**src/hdl/lsmr_pkg.sv**
```systemverilog
// shared types, constants and helper functions for the line sensor message
// parser and recovery tracker; no dependencies
`default_nettype none

package lsmr_pkg;

  localparam int unsigned VAL_W        = 14;
  localparam int unsigned TICK_W       = 32;
  localparam int unsigned POS_W        = 5;
  localparam int unsigned REG_IDX_W    = 2;
  localparam int unsigned CFG_DATA_W   = 32;
  localparam int unsigned IN_TDATA_W   = 8;
  localparam int unsigned IN_TUSER_W   = 1;
  localparam int unsigned MIN_LINE_BYTES = 25;
  localparam int unsigned POS_MAX      = 31;
  localparam logic [7:0]  CHAR_LF      = 8'd10;

  // configuration register indexes
  localparam logic [REG_IDX_W-1:0] REG_ACTIVATE   = 2'd0;
  localparam logic [REG_IDX_W-1:0] REG_DEACTIVATE = 2'd1;
  localparam logic [REG_IDX_W-1:0] REG_DATA_TO    = 2'd2;
  localparam logic [REG_IDX_W-1:0] REG_RECOV_TO   = 2'd3;

  // input kinds carried on tuser
  localparam logic MODE_BYTE = 1'b0;
  localparam logic MODE_TICK = 1'b1;

  typedef enum logic [1:0] {
    FLD_L   = 2'd0,
    FLD_C   = 2'd1,
    FLD_R   = 2'd2,
    FLD_LIT = 2'd3
  } field_sel_t;

  typedef enum logic [1:0] {
    PH_LEAD   = 2'd0,
    PH_DIGITS = 2'd1,
    PH_ENDED  = 2'd2
  } phase_t;

  typedef enum logic [1:0] {
    DIR_LINE    = 2'd0,
    DIR_LEFT    = 2'd1,
    DIR_RIGHT   = 2'd2,
    DIR_TIMEOUT = 2'd3
  } dir_t;

  // end-of-line report from the parser, fields in message order
  typedef struct packed {
    logic             eol;
    logic             ok;
    logic [VAL_W-1:0] msg_l;
    logic [VAL_W-1:0] msg_c;
    logic [VAL_W-1:0] msg_r;
  } line_info_t;

  // result item, lowest bit last
  typedef struct packed {
    logic             message_rejected;
    logic             message_accepted;
    logic             recovery_active;
    dir_t             recovery_direction;
    logic             right_detected;
    logic             center_detected;
    logic             left_detected;
    logic [VAL_W-1:0] right_value;
    logic [VAL_W-1:0] center_value;
    logic [VAL_W-1:0] left_value;
    logic             data_valid;
  } result_t;

  localparam int unsigned RESULT_W    = $bits(result_t);
  localparam int unsigned OUT_TDATA_W = ((RESULT_W + 7) / 8) * 8;
  localparam int unsigned OUT_PAD_W   = OUT_TDATA_W - RESULT_W;

  function automatic field_sel_t field_of(input logic [POS_W-1:0] pos);
    field_sel_t f;
    if (pos < 5'd3)       f = FLD_LIT;
    else if (pos < 5'd7)  f = FLD_L;
    else if (pos < 5'd12) f = FLD_LIT;
    else if (pos < 5'd16) f = FLD_C;
    else if (pos < 5'd21) f = FLD_LIT;
    else                  f = FLD_R;
    return f;
  endfunction

  // expected literal byte of "l: 0000, c: 0000, r: 0000"
  function automatic logic [7:0] lit_char(input logic [POS_W-1:0] pos);
    logic [7:0] ch;
    case (pos)
      5'd0:    ch = 8'h6C;
      5'd1:    ch = 8'h3A;
      5'd2:    ch = 8'h20;
      5'd7:    ch = 8'h2C;
      5'd8:    ch = 8'h20;
      5'd9:    ch = 8'h63;
      5'd10:   ch = 8'h3A;
      5'd11:   ch = 8'h20;
      5'd16:   ch = 8'h2C;
      5'd17:   ch = 8'h20;
      5'd18:   ch = 8'h72;
      5'd19:   ch = 8'h3A;
      5'd20:   ch = 8'h20;
      default: ch = 8'h30;
    endcase
    return ch;
  endfunction

  function automatic logic is_space(input logic [7:0] b);
    return (b == 8'd32) || (b >= 8'd9 && b <= 8'd13);
  endfunction

  function automatic logic is_digit(input logic [7:0] b);
    return (b >= 8'd48) && (b <= 8'd57);
  endfunction

endpackage

`default_nettype wire

```
**src/hdl/lsmr_parser.sv**
```systemverilog
// positional line parser: checks the literal text and gathers the three
// number fields; depends on lsmr_pkg
`default_nettype none

module lsmr_parser (
  input  wire logic                  clk,
  input  wire logic                  rst_n,
  input  wire logic                  step,
  input  wire logic                  mode,
  input  wire logic [7:0]            rx_byte,
  output lsmr_pkg::line_info_t       line_info
);
  import lsmr_pkg::*;

  logic [POS_W-1:0] pos_r, pos_nxt;
  logic             fok_r, fok_nxt;
  phase_t           phase_r [3];
  phase_t           phase_nxt [3];
  logic [VAL_W-1:0] acc_r [3];
  logic [VAL_W-1:0] acc_nxt [3];
  field_sel_t       fsel;
  logic [1:0]       fidx;
  logic             eol;
  logic [VAL_W-1:0] digit_val;

  assign fsel      = field_of(pos_r);
  assign fidx      = fsel;
  assign eol       = (rx_byte == CHAR_LF);
  assign digit_val = {{(VAL_W-4){1'b0}}, rx_byte[3:0]};

  always_comb begin
    fok_nxt   = fok_r;
    phase_nxt = phase_r;
    acc_nxt   = acc_r;
    if (pos_r < POS_W'(MIN_LINE_BYTES)) begin
      if (fsel == FLD_LIT) begin
        if (rx_byte != lit_char(pos_r)) fok_nxt = 1'b0;
      end else begin
        case (phase_r[fidx])
          PH_LEAD: begin
            if (is_digit(rx_byte)) begin
              acc_nxt[fidx]   = digit_val;
              phase_nxt[fidx] = PH_DIGITS;
            end else if (!is_space(rx_byte)) begin
              fok_nxt = 1'b0;
            end
          end
          PH_DIGITS: begin
            if (is_digit(rx_byte)) begin
              // times ten as two shifts, kept to the field width
              acc_nxt[fidx] = (acc_r[fidx] << 3) + (acc_r[fidx] << 1) + digit_val;
            end else begin
              phase_nxt[fidx] = PH_ENDED;
            end
          end
          default: ;
        endcase
      end
    end
    pos_nxt = (pos_r != POS_W'(POS_MAX)) ? pos_r + 1'b1 : pos_r;
  end

  assign line_info.eol   = (mode == MODE_BYTE) && eol;
  assign line_info.ok    = fok_nxt && (pos_r >= POS_W'(MIN_LINE_BYTES - 1)) &&
                           (phase_nxt[0] != PH_LEAD) && (phase_nxt[1] != PH_LEAD) &&
                           (phase_nxt[2] != PH_LEAD);
  assign line_info.msg_l = acc_nxt[0];
  assign line_info.msg_c = acc_nxt[1];
  assign line_info.msg_r = acc_nxt[2];

  always_ff @(posedge clk) begin
    if (!rst_n) begin
      pos_r <= '0;
      fok_r <= 1'b1;
      for (int i = 0; i < 3; i++) begin
        phase_r[i] <= PH_LEAD;
        acc_r[i]   <= '0;
      end
    end else if (step && mode == MODE_BYTE) begin
      if (eol) begin
        pos_r <= '0;
        fok_r <= 1'b1;
        for (int i = 0; i < 3; i++) begin
          phase_r[i] <= PH_LEAD;
          acc_r[i]   <= '0;
        end
      end else begin
        pos_r   <= pos_nxt;
        fok_r   <= fok_nxt;
        phase_r <= phase_nxt;
        acc_r   <= acc_nxt;
      end
    end
  end

endmodule

`default_nettype wire

```
**src/hdl/lsmr_tracker.sv**
```systemverilog
// configuration registers, stored sample, staleness and recovery tracking,
// and forming of the result item; depends on lsmr_pkg
`default_nettype none

module lsmr_tracker (
  input  wire logic                                clk,
  input  wire logic                                rst_n,
  input  wire logic                                step,
  input  wire logic                                mode,
  input  wire lsmr_pkg::line_info_t                line_info,
  input  wire logic                                cfg_we,
  input  wire logic [lsmr_pkg::REG_IDX_W-1:0]      cfg_idx,
  input  wire logic [lsmr_pkg::CFG_DATA_W-1:0]     cfg_wdata,
  output lsmr_pkg::result_t                        result
);
  import lsmr_pkg::*;

  logic [VAL_W-1:0]  act_r, deact_r;
  logic [TICK_W-1:0] dto_r, rto_r;
  logic [VAL_W-1:0]  vals_r [3];
  logic [VAL_W-1:0]  vals_nxt [3];
  logic              have_r, have_nxt;
  logic [TICK_W-1:0] tsu_r, tsu_nxt, tsl_r, tsl_nxt;
  dir_t              dir_r, dir_nxt;
  logic              take;
  logic              valid;

  assign take = (mode == MODE_BYTE) && line_info.eol && line_info.ok;

  always_comb begin
    vals_nxt = vals_r;
    have_nxt = have_r;
    tsu_nxt  = tsu_r;
    tsl_nxt  = tsl_r;
    dir_nxt  = dir_r;
    if (mode == MODE_TICK) begin
      if (tsu_r != '1) tsu_nxt = tsu_r + 1'b1;
      if (tsl_r != '1) tsl_nxt = tsl_r + 1'b1;
    end else if (take) begin
      // direction from the sample held before this line
      if (have_r) begin
        if (vals_r[0] <= deact_r && vals_r[2] > deact_r) dir_nxt = DIR_LEFT;
        else if (vals_r[2] <= deact_r && vals_r[0] > deact_r) dir_nxt = DIR_RIGHT;
      end
      vals_nxt[0] = line_info.msg_r;
      vals_nxt[1] = line_info.msg_c;
      vals_nxt[2] = line_info.msg_l;
      if (line_info.msg_r < deact_r || line_info.msg_c < deact_r ||
          line_info.msg_l < deact_r) begin
        dir_nxt = DIR_LINE;
        tsl_nxt = '0;
      end
      tsu_nxt  = '0;
      have_nxt = 1'b1;
    end
    if (tsl_nxt > rto_r) dir_nxt = DIR_TIMEOUT;
  end

  assign valid = have_nxt && (tsu_nxt <= dto_r);

  always_comb begin
    result.data_valid         = valid;
    result.left_value         = valid ? vals_nxt[0] : '0;
    result.center_value       = valid ? vals_nxt[1] : '0;
    result.right_value        = valid ? vals_nxt[2] : '0;
    result.left_detected      = valid && (vals_nxt[0] < act_r);
    result.center_detected    = valid && (vals_nxt[1] < act_r);
    result.right_detected     = valid && (vals_nxt[2] < act_r);
    result.recovery_direction = dir_nxt;
    result.recovery_active    = (dir_nxt == DIR_LEFT) || (dir_nxt == DIR_RIGHT);
    result.message_accepted   = take;
    result.message_rejected   = (mode == MODE_BYTE) && line_info.eol && !line_info.ok;
  end

  always_ff @(posedge clk) begin
    if (!rst_n) begin
      act_r   <= '0;
      deact_r <= '0;
      dto_r   <= TICK_W'(100);
      rto_r   <= TICK_W'(1000);
    end else if (cfg_we) begin
      case (cfg_idx)
        REG_ACTIVATE:   act_r   <= cfg_wdata[VAL_W-1:0];
        REG_DEACTIVATE: deact_r <= cfg_wdata[VAL_W-1:0];
        REG_DATA_TO:    dto_r   <= cfg_wdata[TICK_W-1:0];
        REG_RECOV_TO:   rto_r   <= cfg_wdata[TICK_W-1:0];
        default: ;
      endcase
    end
  end

  always_ff @(posedge clk) begin
    if (!rst_n) begin
      for (int i = 0; i < 3; i++) vals_r[i] <= '0;
      have_r <= 1'b0;
      tsu_r  <= '0;
      tsl_r  <= '0;
      dir_r  <= DIR_TIMEOUT;
    end else if (step) begin
      vals_r <= vals_nxt;
      have_r <= have_nxt;
      tsu_r  <= tsu_nxt;
      tsl_r  <= tsl_nxt;
      dir_r  <= dir_nxt;
    end
  end

endmodule

`default_nettype wire

```
**src/hdl/line_sensor_message_and_recovery.sv**
```systemverilog
// top level of the line sensor message parser and recovery tracker
// depends on lsmr_pkg, lsmr_parser and lsmr_tracker
//
// usage:
//   in_*  : one item per transfer; in_tuser is the kind (0 received byte,
//           1 time tick), in_tdata the byte. lines end with byte 10.
//   out_* : exactly one result per input item, in order.
//   cfg_* : register writes (index 0 activate threshold, 1 deactivate
//           threshold, 2 data timeout ticks, 3 recovery timeout ticks); always
//           ready; user must write only while the block is idle; not enforced.
// path: the input register, then parse and tracking logic into the output
//   register, which drives out_tvalid.
// throughput: one item per cycle while out_tready allows; set by the single
//   update of line and tracking state per item in the result-register cycle.
// reset: rst_n low clears the line in progress, stored sample, counters
//   and sets the recovery direction to timed out; registers take their
//   defaults (thresholds 0, timeouts 100 and 1000).
// stall: while out_tready is low the result holds, the input register
//   keeps one more item and in_tready drops only when both are full.
`default_nettype none

module line_sensor_message_and_recovery (
  input  wire logic                                clk,
  input  wire logic                                rst_n,
  input  wire logic                                in_tvalid,
  output      logic                                in_tready,
  input  wire logic [lsmr_pkg::IN_TDATA_W-1:0]     in_tdata,   // rx_byte
  input  wire logic [lsmr_pkg::IN_TUSER_W-1:0]     in_tuser,   // mode
  output      logic                                out_tvalid,
  input  wire logic                                out_tready,
  // data_valid, left_value, center_value, right_value, left_detected,
  // center_detected, right_detected, recovery_direction, recovery_active,
  // message_accepted, message_rejected, zero fill
  output      logic [lsmr_pkg::OUT_TDATA_W-1:0]    out_tdata,
  input  wire logic                                cfg_valid,
  output      logic                                cfg_ready,
  input  wire logic [lsmr_pkg::REG_IDX_W-1:0]      cfg_index,
  input  wire logic [lsmr_pkg::CFG_DATA_W-1:0]     cfg_data
);
  import lsmr_pkg::*;

  logic       s1_valid_r;
  logic       s1_mode_r;
  logic [7:0] s1_byte_r;
  logic       s1_adv;
  logic       step;
  logic       out_valid_r;
  result_t    res_r;
  result_t    result;
  line_info_t line_info;

  assign s1_adv    = !out_valid_r || out_tready;
  assign step      = s1_valid_r && s1_adv;
  assign in_tready = !s1_valid_r || s1_adv;
  assign cfg_ready = 1'b1;

  // input register
  always_ff @(posedge clk) begin
    if (!rst_n) begin
      s1_valid_r <= 1'b0;
    end else if (in_tready) begin
      s1_valid_r <= in_tvalid;
    end
  end

  always_ff @(posedge clk) begin
    if (in_tready && in_tvalid) begin
      s1_mode_r <= in_tuser[0];
      s1_byte_r <= in_tdata;
    end
  end

  lsmr_parser u_parser (
    .clk       (clk),
    .rst_n     (rst_n),
    .step      (step),
    .mode      (s1_mode_r),
    .rx_byte   (s1_byte_r),
    .line_info (line_info)
  );

  lsmr_tracker u_tracker (
    .clk       (clk),
    .rst_n     (rst_n),
    .step      (step),
    .mode      (s1_mode_r),
    .line_info (line_info),
    .cfg_we    (cfg_valid && cfg_ready),
    .cfg_idx   (cfg_index),
    .cfg_wdata (cfg_data),
    .result    (result)
  );

  // output register
  always_ff @(posedge clk) begin
    if (!rst_n) begin
      out_valid_r <= 1'b0;
    end else if (s1_adv) begin
      out_valid_r <= s1_valid_r;
    end
  end

  always_ff @(posedge clk) begin
    if (step) res_r <= result;
  end

  assign out_tvalid = out_valid_r;
  assign out_tdata  = {{OUT_PAD_W{1'b0}}, res_r};

  a_flags_exclusive: assert property (@(posedge clk) disable iff (!rst_n)
    out_valid_r |-> !(res_r.message_accepted && res_r.message_rejected))
    else $error("line both accepted and rejected");

  a_stale_zero: assert property (@(posedge clk) disable iff (!rst_n)
    (out_valid_r && !res_r.data_valid) |->
      (res_r.left_value == '0 && res_r.center_value == '0 &&
       res_r.right_value == '0 && !res_r.left_detected &&
       !res_r.center_detected && !res_r.right_detected))
    else $error("stale result carries readings");

  a_full_blocks: assert property (@(posedge clk) disable iff (!rst_n)
    (s1_valid_r && out_valid_r && !out_tready) |-> !in_tready)
    else $error("input taken while both stages full");

  a_accept_has_sample: assert property (@(posedge clk) disable iff (!rst_n)
    (step && result.message_accepted && !$isunknown(res_r)) |=>
      (res_r.data_valid || $past(result.data_valid) == 1'b0))
    else $error("accepted line lost its sample");

endmodule

`default_nettype wire
```
**config.mk**
```make
export PLATFORM = sky130hd
export DESIGN_NAME = line_sensor_message_and_recovery
export DESIGN_NICKNAME = d
export VERILOG_FILES = /design/src/hdl/lsmr_pkg.sv /design/src/hdl/lsmr_parser.sv /design/src/hdl/lsmr_tracker.sv /design/src/hdl/line_sensor_message_and_recovery.sv
export SDC_FILE = /design/constraint.sdc
export NUM_CORES = 1
export LEC_CHECK = 0
export ABC_AREA = 0
export CORE_AREA = 2 2 173 302
export DETAILED_ROUTE_END_ITERATION = 8
export DIE_AREA = 0 0 175 304
export DONT_BUFFER_PORTS = 1
export GPL_TIMING_DRIVEN = 0
export HOLD_SLACK_MARGIN = 0.05
export REMOVE_ABC_BUFFERS = 1
export SLEW_MARGIN = 20
export SYNTH_ARGS = -nofsm -noshare
export SYNTH_HDL_FRONTEND = slang
export SYNTH_SLANG_ARGS = --single-unit
```
**constraint.sdc**
```tcl
create_clock -name clk -period 10.55 [get_ports clk]
set_input_delay 1.5825 -clock clk [delete_from_list [all_inputs] [get_ports clk]]
set_output_delay 1.5825 -clock clk [all_outputs]
set_load 0.05 [all_outputs]
```
# == Word-level counts from Yosys, hierarchy flattened ==
# Memories as Yosys holds them, arrays and structs flattened. A register that Yosys moved wholly into a read port is not among the register bits.
# Index checks and enable logic that the tools add are counted.
# totals
word_cells,186
memories,1
mem_bits_ro,192
regBits,317
out_inout_bits,59
inputBits,48
# classes
eq_ne,13
addsub,5
n_bitwise,8
muxes,60
n_lt_le_gt_ge,25
n_reduce_logical,40
# memory_table
memory,depth,word_bits,rd,rd_clocked_by_memory_dff,write_ports,line_no,rtl
(name not given),32,6,1,1,0,lsmr_pkg.sv:90,case (pos)
# ops
op,count
$mux W42,7
$mux W32,7
$bwmux W42,2
$lt A14 B14 Y1,6
$pmux W42 S2,1
$add A32 B1 Y32 const B,2
$ne A32 B32 Y1 const B,2
$gt A32 B32 Y1,1
$le A32 B32 Y1,1
$mux W6,5
$bmux W14 S2,1
$demux W14 S2,1
$gt A14 B14 Y1,2
$le A14 B14 Y1,2
$mux W2,14
$mux W13,2
$logic_and A1 B1 Y1,20
$mux W5,4
$mux W8,2
$lt A5 B5 Y1 const B,3
$add A14 B14 Y14,1
$add A14 B4 Y14,1
$mux W14,1
$pmux W6 S2,1
30 further kinds,62

# == Longest topological paths before layout ==
# Gate-level depths: netlist of run 1.
# logic_depth
word_depth,28
mapped_depth,41
mapped_depth_nobuf,39

# == By module ==
# Synthesis of run 1 repeated with hierarchy kept, for this count alone.
# hier_totals
cells_unflattened,2547
hier_area_um2,20188.1
# by_module_without_submodules
mod,cells_each,seq_area_each_um2,instances,area_each_um2
lsmr_tracker,1871,4023.9,1,13703.1
lsmr_parser,599,1201.2,1,4526.8
line_sensor_message_and_recovery,77,1841.8,1,1958.1

# == Least setup slack after synthesis of run 1 ==
# Ideal clock, no wire load.
# synth_path
path_kind,flip-flop to flip-flop
from,reg u_parser.pos_r[0]
to,"reg res_r, in the netlist out_tdata[48] (data pin)"
path_buffers,4
t_arrival_ns,7.453
path_slack_ns,2.837
synth_period_minus_slack_ns,7.713
setup_time_ns,0.260
required_time_ns,10.290
stages_incl_launch_ff,42
cell_sequence,dfxtp_1 -> buf_2 -> nand3b_1 -> xnor2_1 -> and2_1 -> clkbuf_1 -> nor2_1 -> nor3_1 -> inv_1 -> fa_1 -> inv_1 -> ha_1 -> a21o_1 -> a21oi_1 -> o21ai_0 -> a211oi_1 -> o21bai_1 -> o41a_1 -> [... 6 more ...] -> nor2_1 -> a211oi_1 -> o32ai_1 -> o21ai_2 -> buf_4 -> buf_2 -> nand3_1 -> o21ai_0 -> ha_1 -> a21o_1 -> a21o_1 -> a211oi_1 -> o21bai_1 -> a21o_1 -> a221oi_1 -> o32a_1 -> o21ai_1 -> xnor2_1
# synth_rtl
item,line_no,rtl
from (decl),lsmr_parser.sv:15,"logic [POS_W-1:0] pos_r, pos_nxt;"
from (signal assigned),lsmr_parser.sv:88,pos_r <= pos_nxt;
to (signal assigned),line_sensor_message_and_recovery.sv:104,if (step) res_r <= result;
to (decl),line_sensor_message_and_recovery.sv:48,result_t res_r;

==> results.toml, run 1 <==
[clocking]
clk_latency_ns = 0.64
clock_sinks = 323
cts_made_buffers = 30
cts_buffer_depth = 3
root_buffer = "clkbuf_16"
cts_tree = "yes"
cts-htree-levels = 1
hold_buffers = 0
clkSlewWorstSetupHoldPaths_ns = 0.07

[detailed_routing]
dr.pass1.iters = 5
drt-initial-drc-count = 1350
drc = 0
ant_nets = 0
drt_wl_total_mm = 64.4
via_per_inst = 5.78
num_vias = 18100
wl_per_cell_um = 20.5

[critical_path]
cpMaxStageDelayCell = "a31oi_1"
critical_path.top_delay_family = "compound AO/OA/AOI/OAI gates"
rrSetupSlack_ns = 0.67
worstSetupPathType = "register to register"
endpoint_kind = "register"
reg2reg_depth = 37
rr_endpoint = "out_tdata[48]$_DFFE_PP_"
cp.arrival_ns = 10.20
crit_required_ns = 10.86
cp_num_buf_inv = 5
path_max_fanout = 30
rr_startpoint = "u_parser.pos_r[2]$_SDFFE_PN0P_"
cp_slowest_stage_delay_ns = 0.64
start_kind = "register"

[pwr]
leakagePower_nw = 8.59
cellPowerDensity_nw_per_um2 = 126
total_power_w = 0.00276
ir_drop_uv = 157

[yosys]
synth_edf_count = 60
synth_seq_cells = 323
ys_warn_count = 0
yosysUniqueCellTypes = 96
avgSynthCellArea_sq_um = 7.95
async_reset_ff_frac = 0
ys_seq_area_frac = 0.353
synth.cell_area_sq_um = 20000
syn_inst = 2519
synthFlopType = "dfxtp_1"

[run_status]
status = "finished, final reports clean"

[sta]
min_period_over_period = 0.937
setup_viol = 0
finalHoldViolCount = 0
hold-worst-slack_ns = 0.455
final-max-slew-violation-count = 0
fmax_mhz = 101
min_period_ns = 9.88
rsz0062_at_grt = "no"
timing.slew.headroom = 0.174
clock-skew-final_ns = 0.0687
setup_tns_ns = 0
worstMarginPinSlew_ns = 1.21

[flow_run]
maxCapViolations = 0

[global_route]
grt_util_all_layers = 0.238
gr-total-overflow = 0
grt_max_degree = 100
grt_pass1_wl_mm = 99.3
antenna_found_initial = 0
grt_pass1_vias = 17600

[floorplan]
io-pin-count = 107
initial_core_util = 0.392
core_sq_um = 51100
num_rows = 110
dieHeight_um = 304
die-area_sq_um = 53200
die_width_um = 175

[placed_design]
port_buffers = 0
place_area_sq_um = 20800
gp_congestion = 0.917
dp_hpwl_mm = 48.7
dp_cells = 3081

[min_path]
worstHoldPathType = "register to register"
min_to = "u_tracker.dto_r[14]$_SDFFE_PN0P_"
holdPathStages = 2
worstHoldStart = "u_tracker.dto_r[14]$_SDFFE_PN0P_"

[final_layout]
drive_above_1_share = 0.0629
num_antenna_cells = 0
fin_nets = 2694
areaGrowthSynthToFinish_pct = 9.36
final_cell_count_no_fill = 3138
nFillCells = 5128
final_area_sq_um = 21900
==> flip-flops by register name, indices dropped and copies added, names as in the netlist, 2 cells and up, named ones only <==
register           count
u_tracker.tsu_r       32
u_parser.phase_r       6
u_tracker.dto_r       32
u_tracker.vals_r      42
u_tracker.deact_r     14
u_tracker.act_r       14
out_tdata             51
s1_byte_r              8
u_tracker.dir_r        2
u_tracker.rto_r       32
u_parser.acc_r        42
u_parser.pos_r         5
u_tracker.tsl_r       32
==> through the flow <==
step           worst slack, ns  utilization
6_report                 0.666        0.429
5_1_grt                 0.0354        0.429
4_1_cts                 0.0993        0.429
3_5_place_dp            -0.184        0.407
3_3_place_gp             -1.45        0.398
2_1_floorplan             2.05            -
==> Yosys cell counts, types with 5 or more instances <==
| library cell | instances | area share |
|---|---|---|
| a21oi_1 | 228 | 0.057 |
| and3_1 | 23 | 0.0072 |
| clkbuf_1 | 94 | 0.018 |
| buf_1 | 9 | 0.0017 |
| a221oi_1 | 5 | 0.0022 |
| o21ai_0 | 171 | 0.043 |
| inv_1 | 130 | 0.024 |
| nor2_1 | 188 | 0.035 |
| nand2_1 | 431 | 0.081 |
| o21a_1 | 16 | 0.0060 |
| o21ai_1 | 13 | 0.0032 |
| mux2_2 | 10 | 0.0056 |
| nand3b_1 | 5 | 0.0019 |
| a22o_1 | 6 | 0.0026 |
| o22ai_1 | 17 | 0.0053 |
| o211ai_1 | 18 | 0.0067 |
| nor2b_1 | 31 | 0.0097 |
| nand3_1 | 95 | 0.024 |
| nor4_1 | 8 | 0.0025 |
| and2_1 | 18 | 0.0056 |
| nand4_1 | 44 | 0.014 |
| a211oi_1 | 17 | 0.0064 |
| buf_2 | 19 | 0.0047 |
| or3_1 | 24 | 0.0075 |
| and4_1 | 12 | 0.0052 |
| buf_4 | 12 | 0.0045 |
| a31oi_1 | 36 | 0.011 |
| mux2i_1 | 11 | 0.0055 |
| a21o_1 | 37 | 0.014 |
| xnor2_1 | 16 | 0.0070 |
| nand2b_1 | 20 | 0.0062 |
| dfxtp_1 | 263 | 0.26 |
| ha_1 | 202 | 0.13 |
| a22oi_1 | 68 | 0.025 |
| edfxtp_1 | 60 | 0.090 |
| or2_2 | 6 | 0.0019 |
| nor3_1 | 41 | 0.010 |
| a311oi_1 | 12 | 0.0052 |
==> where the power goes <==
group	internal [W]	total (W)	switching, W	leakage, nW
registers	0.00128	0.00134	0.0000532	2.66
clock network	0.000704	0.00124	0.000534	0.543
logic	0.0000598	0.000183	0.000123	5.38
==> layer usage <==
layer | up-vias | track usage | part of all wire
met3 | 181 | 0.0255 | 0.038
met4 | 0 | 0.163 | 0.078
met1 | 8567 | 0.252 | 0.36
met2 | 540 | 0.436 | 0.52
li1 | 8854 | - | -
met5 | - | 0 | 0
==> what timing repair did <==
item | in CTS | in global routing
endpoints found under the setup margin | 4 | 5
gates resized for setup | 2 | 6
buffers inserted | 0 | 1
pin swaps | 0 | 1
==> layout make-up <==
class,count,area [sq um],area share
clock inverter,22,305,0.0139
timing repair buffer,22,377,0.0172
inverter,132,505,0.0231
sequential,323,7070,0.323
clock buffer,34,807,0.0368
multi-input combinational,1933,12000,0.548
tap,672,841,0.0384
==> worst register-to-register path: cells and delay by family, from the launching register on <==
kind | cells | cell delay (ns)
buffers and inverters | 5 | 0.82
AOI/OAI and AO/OA | 18 | 4.80
and+or+nand+nor | 8 | 1.43
DFF | 1 | 0.53
adders and majority gates | 4 | 1.57
xor gates and xnor gates | 2 | 0.49
==> worst max-delay path by stage <==
stage	cells after the start	endpoint	from
detailed placement	36	out_tdata[48]$_DFFE_PP_	u_parser.pos_r[3]$_SDFFE_PN0P_
floorplan	35	out_tdata[48]$_DFFE_PP_	u_parser.pos_r[3]$_SDFFE_PN0P_
global placement	16	out_tdata[48]$_DFFE_PP_	u_parser.pos_r[3]$_SDFFE_PN0P_
finish	37	out_tdata[48]$_DFFE_PP_	u_parser.pos_r[2]$_SDFFE_PN0P_
CTS	38	out_tdata[48]$_DFFE_PP_	u_parser.pos_r[3]$_SDFFE_PN0P_
global route	39	out_tdata[48]$_DFFE_PP_	u_parser.pos_r[1]$_SDFFE_PN0P_
==> layout by cell type, fill, tap and decap left out, types with 6 or more instances in the layout <==
master,netlist,final
nand2_1,431,430
dfxtp_1,263,260
a21oi_1,228,228
ha_1,202,202
nor2_1,188,185
o21ai_0,171,166
inv_1,130,130
nand3_1,95,93
a22oi_1,68,68
edfxtp_1,60,60
nand4_1,44,44
nor3_1,41,41
a21o_1,37,37
a31oi_1,36,35
nor2b_1,31,31
clkbuf_16,0,31
or3_1,24,24
and3_1,23,22
nand2b_1,20,20
o211ai_1,18,18
and2_1,18,17
o21ai_1,13,17
o22ai_1,17,17
o21a_1,16,16
xnor2_1,16,16
a211oi_1,17,16
and4_1,12,12
a311oi_1,12,12
mux2i_1,11,11
mux2_2,10,10
buf_6,1,9
nor4_1,8,8
or2_2,6,6
a22o_1,6,6
conb_1,2,6
bufinv_16,0,6
buf_16,0,6
==> kinds of logic (layout without fill, tap and decap cells) <==
logic type | after synthesis | in the layout | share of synthesized area
and+or+nand+nor | 983 | 983 | 0.231
other | 2 | 6 | 0.000375
xor gates and xnor gates | 18 | 18 | 0.00787
muxes | 21 | 21 | 0.0111
AOI/OAI and AO/OA | 701 | 701 | 0.215
buffers and inverters | 267 | 210 | 0.0538
DFF | 323 | 323 | 0.353
adders and majority gates | 204 | 204 | 0.128
Power figures use the tool's default switching activity.
==> run 2, diff against run 1 <==
--- a/config.mk
+++ b/config.mk
@@ -6,12 +6,13 @@
 export NUM_CORES = 1
 export LEC_CHECK = 0
 export ABC_AREA = 0
-export CORE_AREA = 2 2 173 302
+export CORE_AREA = 2 2 149 260
 export DETAILED_ROUTE_END_ITERATION = 8
-export DIE_AREA = 0 0 175 304
+export DIE_AREA = 0 0 151 262
 export DONT_BUFFER_PORTS = 1
 export GPL_TIMING_DRIVEN = 0
 export HOLD_SLACK_MARGIN = 0.05
+export PLACE_DENSITY = 0.69
 export REMOVE_ABC_BUFFERS = 1
 export SLEW_MARGIN = 20
 export SYNTH_ARGS = -nofsm -noshare
==> run 2 against run 1 <==
Global-route usage rose by 7.4 points. Combinational power hardly changed. First-iteration DRC count down 5.4%. Sequential power barely moved. Worst setup slack got worse by 0.017 ns. Clock-buffer cell count up 1. Sequential share of layout area increased by 0.14 points. Clock skew down 0.039 ns. Register-to-register slack lost 0.02 ns. Critical path depth down 1. Final cell count fell by 5.8%. Critical path type unchanged.
==> results.toml, run 2 (same netlist as run 1, synthesis figures left out) <==
[run_status]
status = "finished, final reports clean"

[detailed_routing]
wl_per_cell_um = 21.0
via_per_inst = 6.22
drt_wl_total_mm = 62.1
num_vias = 18400
dr.pass1.iters = 5
drt-initial-drc-count = 1277
drc = 0
ant_nets = 0

[clocking]
cts_tree = "yes"
cts_made_buffers = 31
cts_buffer_depth = 3
clk_latency_ns = 0.60
clkSlewWorstSetupHoldPaths_ns = 0.07
root_buffer = "clkbuf_16"
cts-htree-levels = 1
clock_sinks = 323

[min_path]
worstHoldPathType = "register to register"
min_to = "u_tracker.rto_r[24]$_SDFFE_PN0P_"
worstHoldStart = "u_tracker.rto_r[24]$_SDFFE_PN0P_"
holdPathStages = 2

[pwr]
power_switching_w = 0.000703
sw_frac_of_total = 0.250
ir_drop_uv = 149
clockPowerShare = 0.460
leakagePower_nw = 8.66
cellPowerDensity_nw_per_um2 = 129
seqPwrFrac = 0.475
intPower_w = 0.00211
p_comb_frac = 0.066

[final_layout]
nFillCells = 3422
drive_above_1_share = 0.0675
fin_nets = 2702
final_cell_mix = "nand2_1 (429), dfxtp_1 (261), a21oi_1 (228)"
final_util = 0.583
largest_register_ffs = 51
multi_input_comb_area_sq_um = 12000
areaGrowthSynthToFinish_pct = 8.88
num_antenna_cells = 0
final_cell_count_no_fill = 2955
final_common_cell = "nand2_1"
regArea_sq_um = 7070

[critical_path]
worstSetupPathType = "register to register"
rrSetupSlack_ns = 0.65
critical_path.top_delay_family = "compound AO/OA/AOI/OAI gates"
crit_required_ns = 10.87
endpoint_kind = "register"
cp_slowest_stage_delay_ns = 0.56
path_common_cell = "ha_1"
rr_startpoint = "u_parser.pos_r[1]$_SDFFE_PN0P_"
cp_num_buf_inv = 3
rr_endpoint = "out_tdata[48]$_DFFE_PP_"
path_max_fanout = 34
start_kind = "register"
reg2reg_depth = 36
cp.arrival_ns = 10.22
cpMaxStageDelayCell = "dfxtp_1"

[floorplan]
io-pin-count = 107
num_rows = 94
initial_core_util = 0.536
die-area_sq_um = 39600
core_sq_um = 37400
die_width_um = 151
dieHeight_um = 262

[sta]
timing.slew.headroom = 0.172
min_period_over_period = 0.938
final-max-slew-violation-count = 0
worstMarginPinSlew_ns = 1.21
min_period_ns = 9.90
setup_viol = 0
fmax_mhz = 101
clock-skew-final_ns = 0.0295
finalHoldViolCount = 0

[flow_run]
maxCapViolations = 0

[placed_design]
gp_congestion = 0.959
dp_cells = 2889
port_buffers = 0
dp_hpwl_mm = 46.6

[global_route]
gr-total-overflow = 0
grt_util_all_layers = 0.312
antenna_found_initial = 0
grt_pass1_wl_mm = 95.3
grt_max_degree = 97
grt_pass1_vias = 17700
[run 2: changes by cell type in the layout (fill, tap and decap cells not counted), moves of 2 or more]
cell,change
buf_12,-2
buf_4,+9
buf_6,-3
bufinv_16,+2
clkinv_1,-2
clkinv_4,+2
o21ai_0,+4
o21ai_1,-4
[run 2: worst max-delay path by stage]
stage                                         startpoint                 endpoint  slack [ns]  depth (start not counted)
after CTS                 u_parser.pos_r[2]$_SDFFE_PN0P_  out_tdata[48]$_DFFE_PP_        0.13                         36
after detailed placement  u_parser.pos_r[3]$_SDFFE_PN0P_  out_tdata[48]$_DFFE_PP_       -0.03                         37
after global routing      u_parser.pos_r[1]$_SDFFE_PN0P_  out_tdata[48]$_DFFE_PP_      -0.003                         35
after global placement    u_parser.pos_r[3]$_SDFFE_PN0P_  out_tdata[48]$_DFFE_PP_       -1.10                         16
final                     u_parser.pos_r[1]$_SDFFE_PN0P_  out_tdata[48]$_DFFE_PP_        0.65                         36
after floorplan           u_parser.pos_r[3]$_SDFFE_PN0P_  out_tdata[48]$_DFFE_PP_        2.05                         35
[run 2: metal layers]
| metal | track usage | wire, um |
|---|---|---|
| met1 | 0.330 | 22000 |
| met2 | 0.555 | 31400 |
| met3 | 0.0387 | 3080 |
| met4 | 0.242 | 5540 |
| met5 | 0 | 0 |
[run 2: area by class of cell]
class                   count  share of cell area
multi-input cells        1934               0.552
inverters                 132              0.0232
well taps                 480              0.0275
clock inverters            23              0.0161
flip-flops and latches    323               0.324
clock buffers              35              0.0382
repair buffers             28              0.0189
[run 2: what timing repair did]
action / in CTS / in global routing
cloned: 1 / 0
pin swaps: 1 / 3
hold buffers: 0 / 0
resized for setup: 2 / 9
endpoints found under the setup margin: 1 / 5
setup buffers: 0 / 7
[run 2: metrics by stage]
step	hold slack, ns	setup TNS (ns)	area [sq um]	total power [W]	worst slack, ns
2_1_floorplan	0.432	0	19500	0.00148	2.05
3_3_place_gp	0.438	-4.85	20100	0.00153	-1.10
3_5_place_dp	0.447	-0.0343	20500	0.00154	-0.0343
4_1_cts	0.456	0	21700	0.00283	0.135
5_1_grt	0.469	-0.00336	21800	0.00290	-0.00336
6_report	0.454	0	21800	0.00281	0.650
[run 2: worst reg2reg max path, delay by kind of cell, from the launching register on]
family | cells | cell delay (ns)
compound gates | 16 | 4.76
xor+xnor | 3 | 0.74
fa+ha+maj | 5 | 1.37
buf+inv | 3 | 0.40
flops | 1 | 0.56
simple gates | 9 | 1.80
[run 2: power groups by stage]
stage | Clock (W) | Combinational [W] | Sequential, W
2_1_floorplan | 0 | 0.000124 | 0.00136
3_3_place_gp | 0 | 0.000165 | 0.00136
3_5_place_dp | 0 | 0.000178 | 0.00136
6_report | 0.00129 | 0.000184 | 0.00134
5_1_grt | 0.00136 | 0.000204 | 0.00134
4_1_cts | 0.00131 | 0.000181 | 0.00134
==> run 3, diff against run 2 <==
--- a/config.mk
+++ b/config.mk
@@ -7,6 +7,7 @@
 export LEC_CHECK = 0
 export ABC_AREA = 0
 export CORE_AREA = 2 2 149 260
+export CTS_BUF_LIST = sky130_fd_sc_hd__clkbuf_4 sky130_fd_sc_hd__clkbuf_8
 export DETAILED_ROUTE_END_ITERATION = 8
 export DIE_AREA = 0 0 151 262
 export DONT_BUFFER_PORTS = 1
==> run 3 against run 2 <==
Worst hold slack hardly changed. Combinational power hardly changed. Clock-buffer cell count is 35 higher. Sequential share of layout area is 0.14 points higher. Via count is 0.74% higher. First-iteration DRC count is 2.0% lower. Critical path depth is 2 lower. Wire length is 0.56% higher. Utilization is 0.26 points lower. Final cell count is 0.91% higher. Worst setup slack worse by 0.040 ns. Sequential power hardly changed. Largest cell class unchanged.
==> results.toml, run 3 (same netlist as run 1, synthesis figures left out) <==
[critical_path]
path_max_fanout = 34
endpoint_kind = "register"
rrSetupSlack_ns = 0.61
rr_startpoint = "u_parser.pos_r[2]$_SDFFE_PN0P_"
rr_endpoint = "out_tdata[48]$_DFFE_PP_"
path_common_cell = "ha_1"
crit_required_ns = 10.87
setup.worst_path.end = "out_tdata[48]$_DFFE_PP_"
crit_start = "u_parser.pos_r[2]$_SDFFE_PN0P_"
start_kind = "register"
worstSetupPathType = "register to register"
cp_slowest_stage_delay_ns = 0.90
cp.arrival_ns = 10.26
reg2reg_depth = 34
cpMaxStageDelayCell = "o21ai_0"

[sta]
min_period_over_period = 0.942
timing.slew.headroom = 0.212
setup_tns_ns = 0
setup_viol = 0
hold-worst-slack_ns = 0.454
final-max-slew-violation-count = 0
finalHoldViolCount = 0
clock-skew-final_ns = 0.0394
min_period_ns = 9.94
fmax_mhz = 101
setup_slack_ns = 0.610
worstMarginPinSlew_ns = 1.15

[global_route]
antenna_found_initial = 1
grt_pass1_wl_mm = 95.9
grt_pass1_vias = 17800
grt_util_all_layers = 0.315
gr-total-overflow = 0
grt_max_degree = 97

[flow_run]
maxCapViolations = 0

[pwr]
leakagePower_nw = 8.65
total_power_w = 0.00269
cellPowerDensity_nw_per_um2 = 124
ir_drop_uv = 103

[clocking]
cts_made_buffers = 48
root_buffer = "clkbuf_8"
cts-htree-levels = 2
clkSlewWorstSetupHoldPaths_ns = 0.07
clock_sinks = 323
cts_tree = "yes"
cts_buffer_depth = 3
hold_buffers = 0
clk_latency_ns = 0.61

[floorplan]
io-pin-count = 107
die-area_sq_um = 39600
initial_core_util = 0.536
dieHeight_um = 262
die_width_um = 151
core_sq_um = 37400
num_rows = 94

[detailed_routing]
m1WireLength_mm = 22.2
met3_length_mm = 3.03
wl_per_cell_um = 20.9
drt_wl_total_mm = 62.4
wl_met2_mm = 31.6
dr.pass1.iters = 6
ant_nets = 0
drt-initial-drc-count = 1252
num_vias = 18500
via_per_inst = 6.20
drc = 0
maxUsedRoutingLayer = "met4"

[final_layout]
drive_above_1_share = 0.0752
final_cell_mix = "nand2_1 (429), dfxtp_1 (262), a21oi_1 (228)"
final_common_cell = "nand2_1"
largest_register_ffs = 51
fin_nets = 2717
areaGrowthSynthToFinish_pct = 8.39

[placed_design]
dp_hpwl_mm = 46.6
post-place-ws_ns = -0.0343
gp_congestion = 0.959
port_buffers = 0

[run_status]
status = "finished, final reports clean"

[min_path]
worstHoldPathType = "register to register"
==> run 3: layout make-up <==
cell class,instances,area (sq um)
multi-input cells,1934,12000
repair buffers,26,398
clock inverters,16,198
flip-flops and latches,323,7070
clock buffers,70,895
inverters,132,505
fillers,3456,15700
diodes,1,2.50
well taps,480,601
==> run 3: worst min path at each step <==
stage / start / end / slack, ns / cells past startpoint
6_report: u_tracker.rto_r[24]$_SDFFE_PN0P_ / u_tracker.rto_r[24]$_SDFFE_PN0P_ / 0.45 / 2
5_1_grt: u_tracker.dto_r[8]$_SDFFE_PN0P_ / u_tracker.dto_r[8]$_SDFFE_PN0P_ / 0.47 / 2
4_1_cts: u_tracker.rto_r[25]$_SDFFE_PN0P_ / u_tracker.rto_r[25]$_SDFFE_PN0P_ / 0.46 / 2
3_5_place_dp: u_tracker.dto_r[8]$_SDFFE_PN0P_ / u_tracker.dto_r[8]$_SDFFE_PN0P_ / 0.45 / 2
3_3_place_gp: u_tracker.vals_r[14]$_SDFFE_PN0P_ / u_tracker.vals_r[14]$_SDFFE_PN0P_ / 0.44 / 2
2_1_floorplan: u_tracker.vals_r[14]$_SDFFE_PN0P_ / u_tracker.vals_r[14]$_SDFFE_PN0P_ / 0.43 / 2
==> run 3: critical path: cells and delay by family (launching register included) <==
kind                       cells  cell delay [ns]
xor gates and xnor gates       2             0.41
AOI/OAI and AO/OA             18             5.69
DFF                            1             0.69
buffers and inverters          2             0.30
and+or+nand+nor                7             1.23
adders and majority gates      5             1.28
==> run 3: repair_timing <==
item | CTS | global route
setup endpoints to repair | 2 | 5
resized for setup | 2 | 9
pin swaps | 1 | 3
setup buffers | 0 | 5
cloned | 1 | 0
==> run 3: routing by layer <==
layer  GRT usage  vias up
met5           0        -
met4       0.248        0
met3      0.0446      233
met2       0.559      636
met1       0.328     8736
li1            -     8897
==> run 3: where the power goes <==
group / switching [W] / leakage (nW) / internal [W]
registers: 0.0000529 / 2.66 / 0.00128
logic: 0.000125 / 5.41 / 0.0000600
clock network: 0.000506 / 0.574 / 0.000665
total: 0.000684 / 8.65 / 0.00201
==> run 3: stage by stage <==
step	util	cell area, sq um	std cells
global route	0.581	21700	2982
floorplan	-	19500	2388
detailed placement	0.548	20500	2889
global placement	0.536	20100	2868
CTS	0.578	21600	2976
finish	0.581	21700	2982
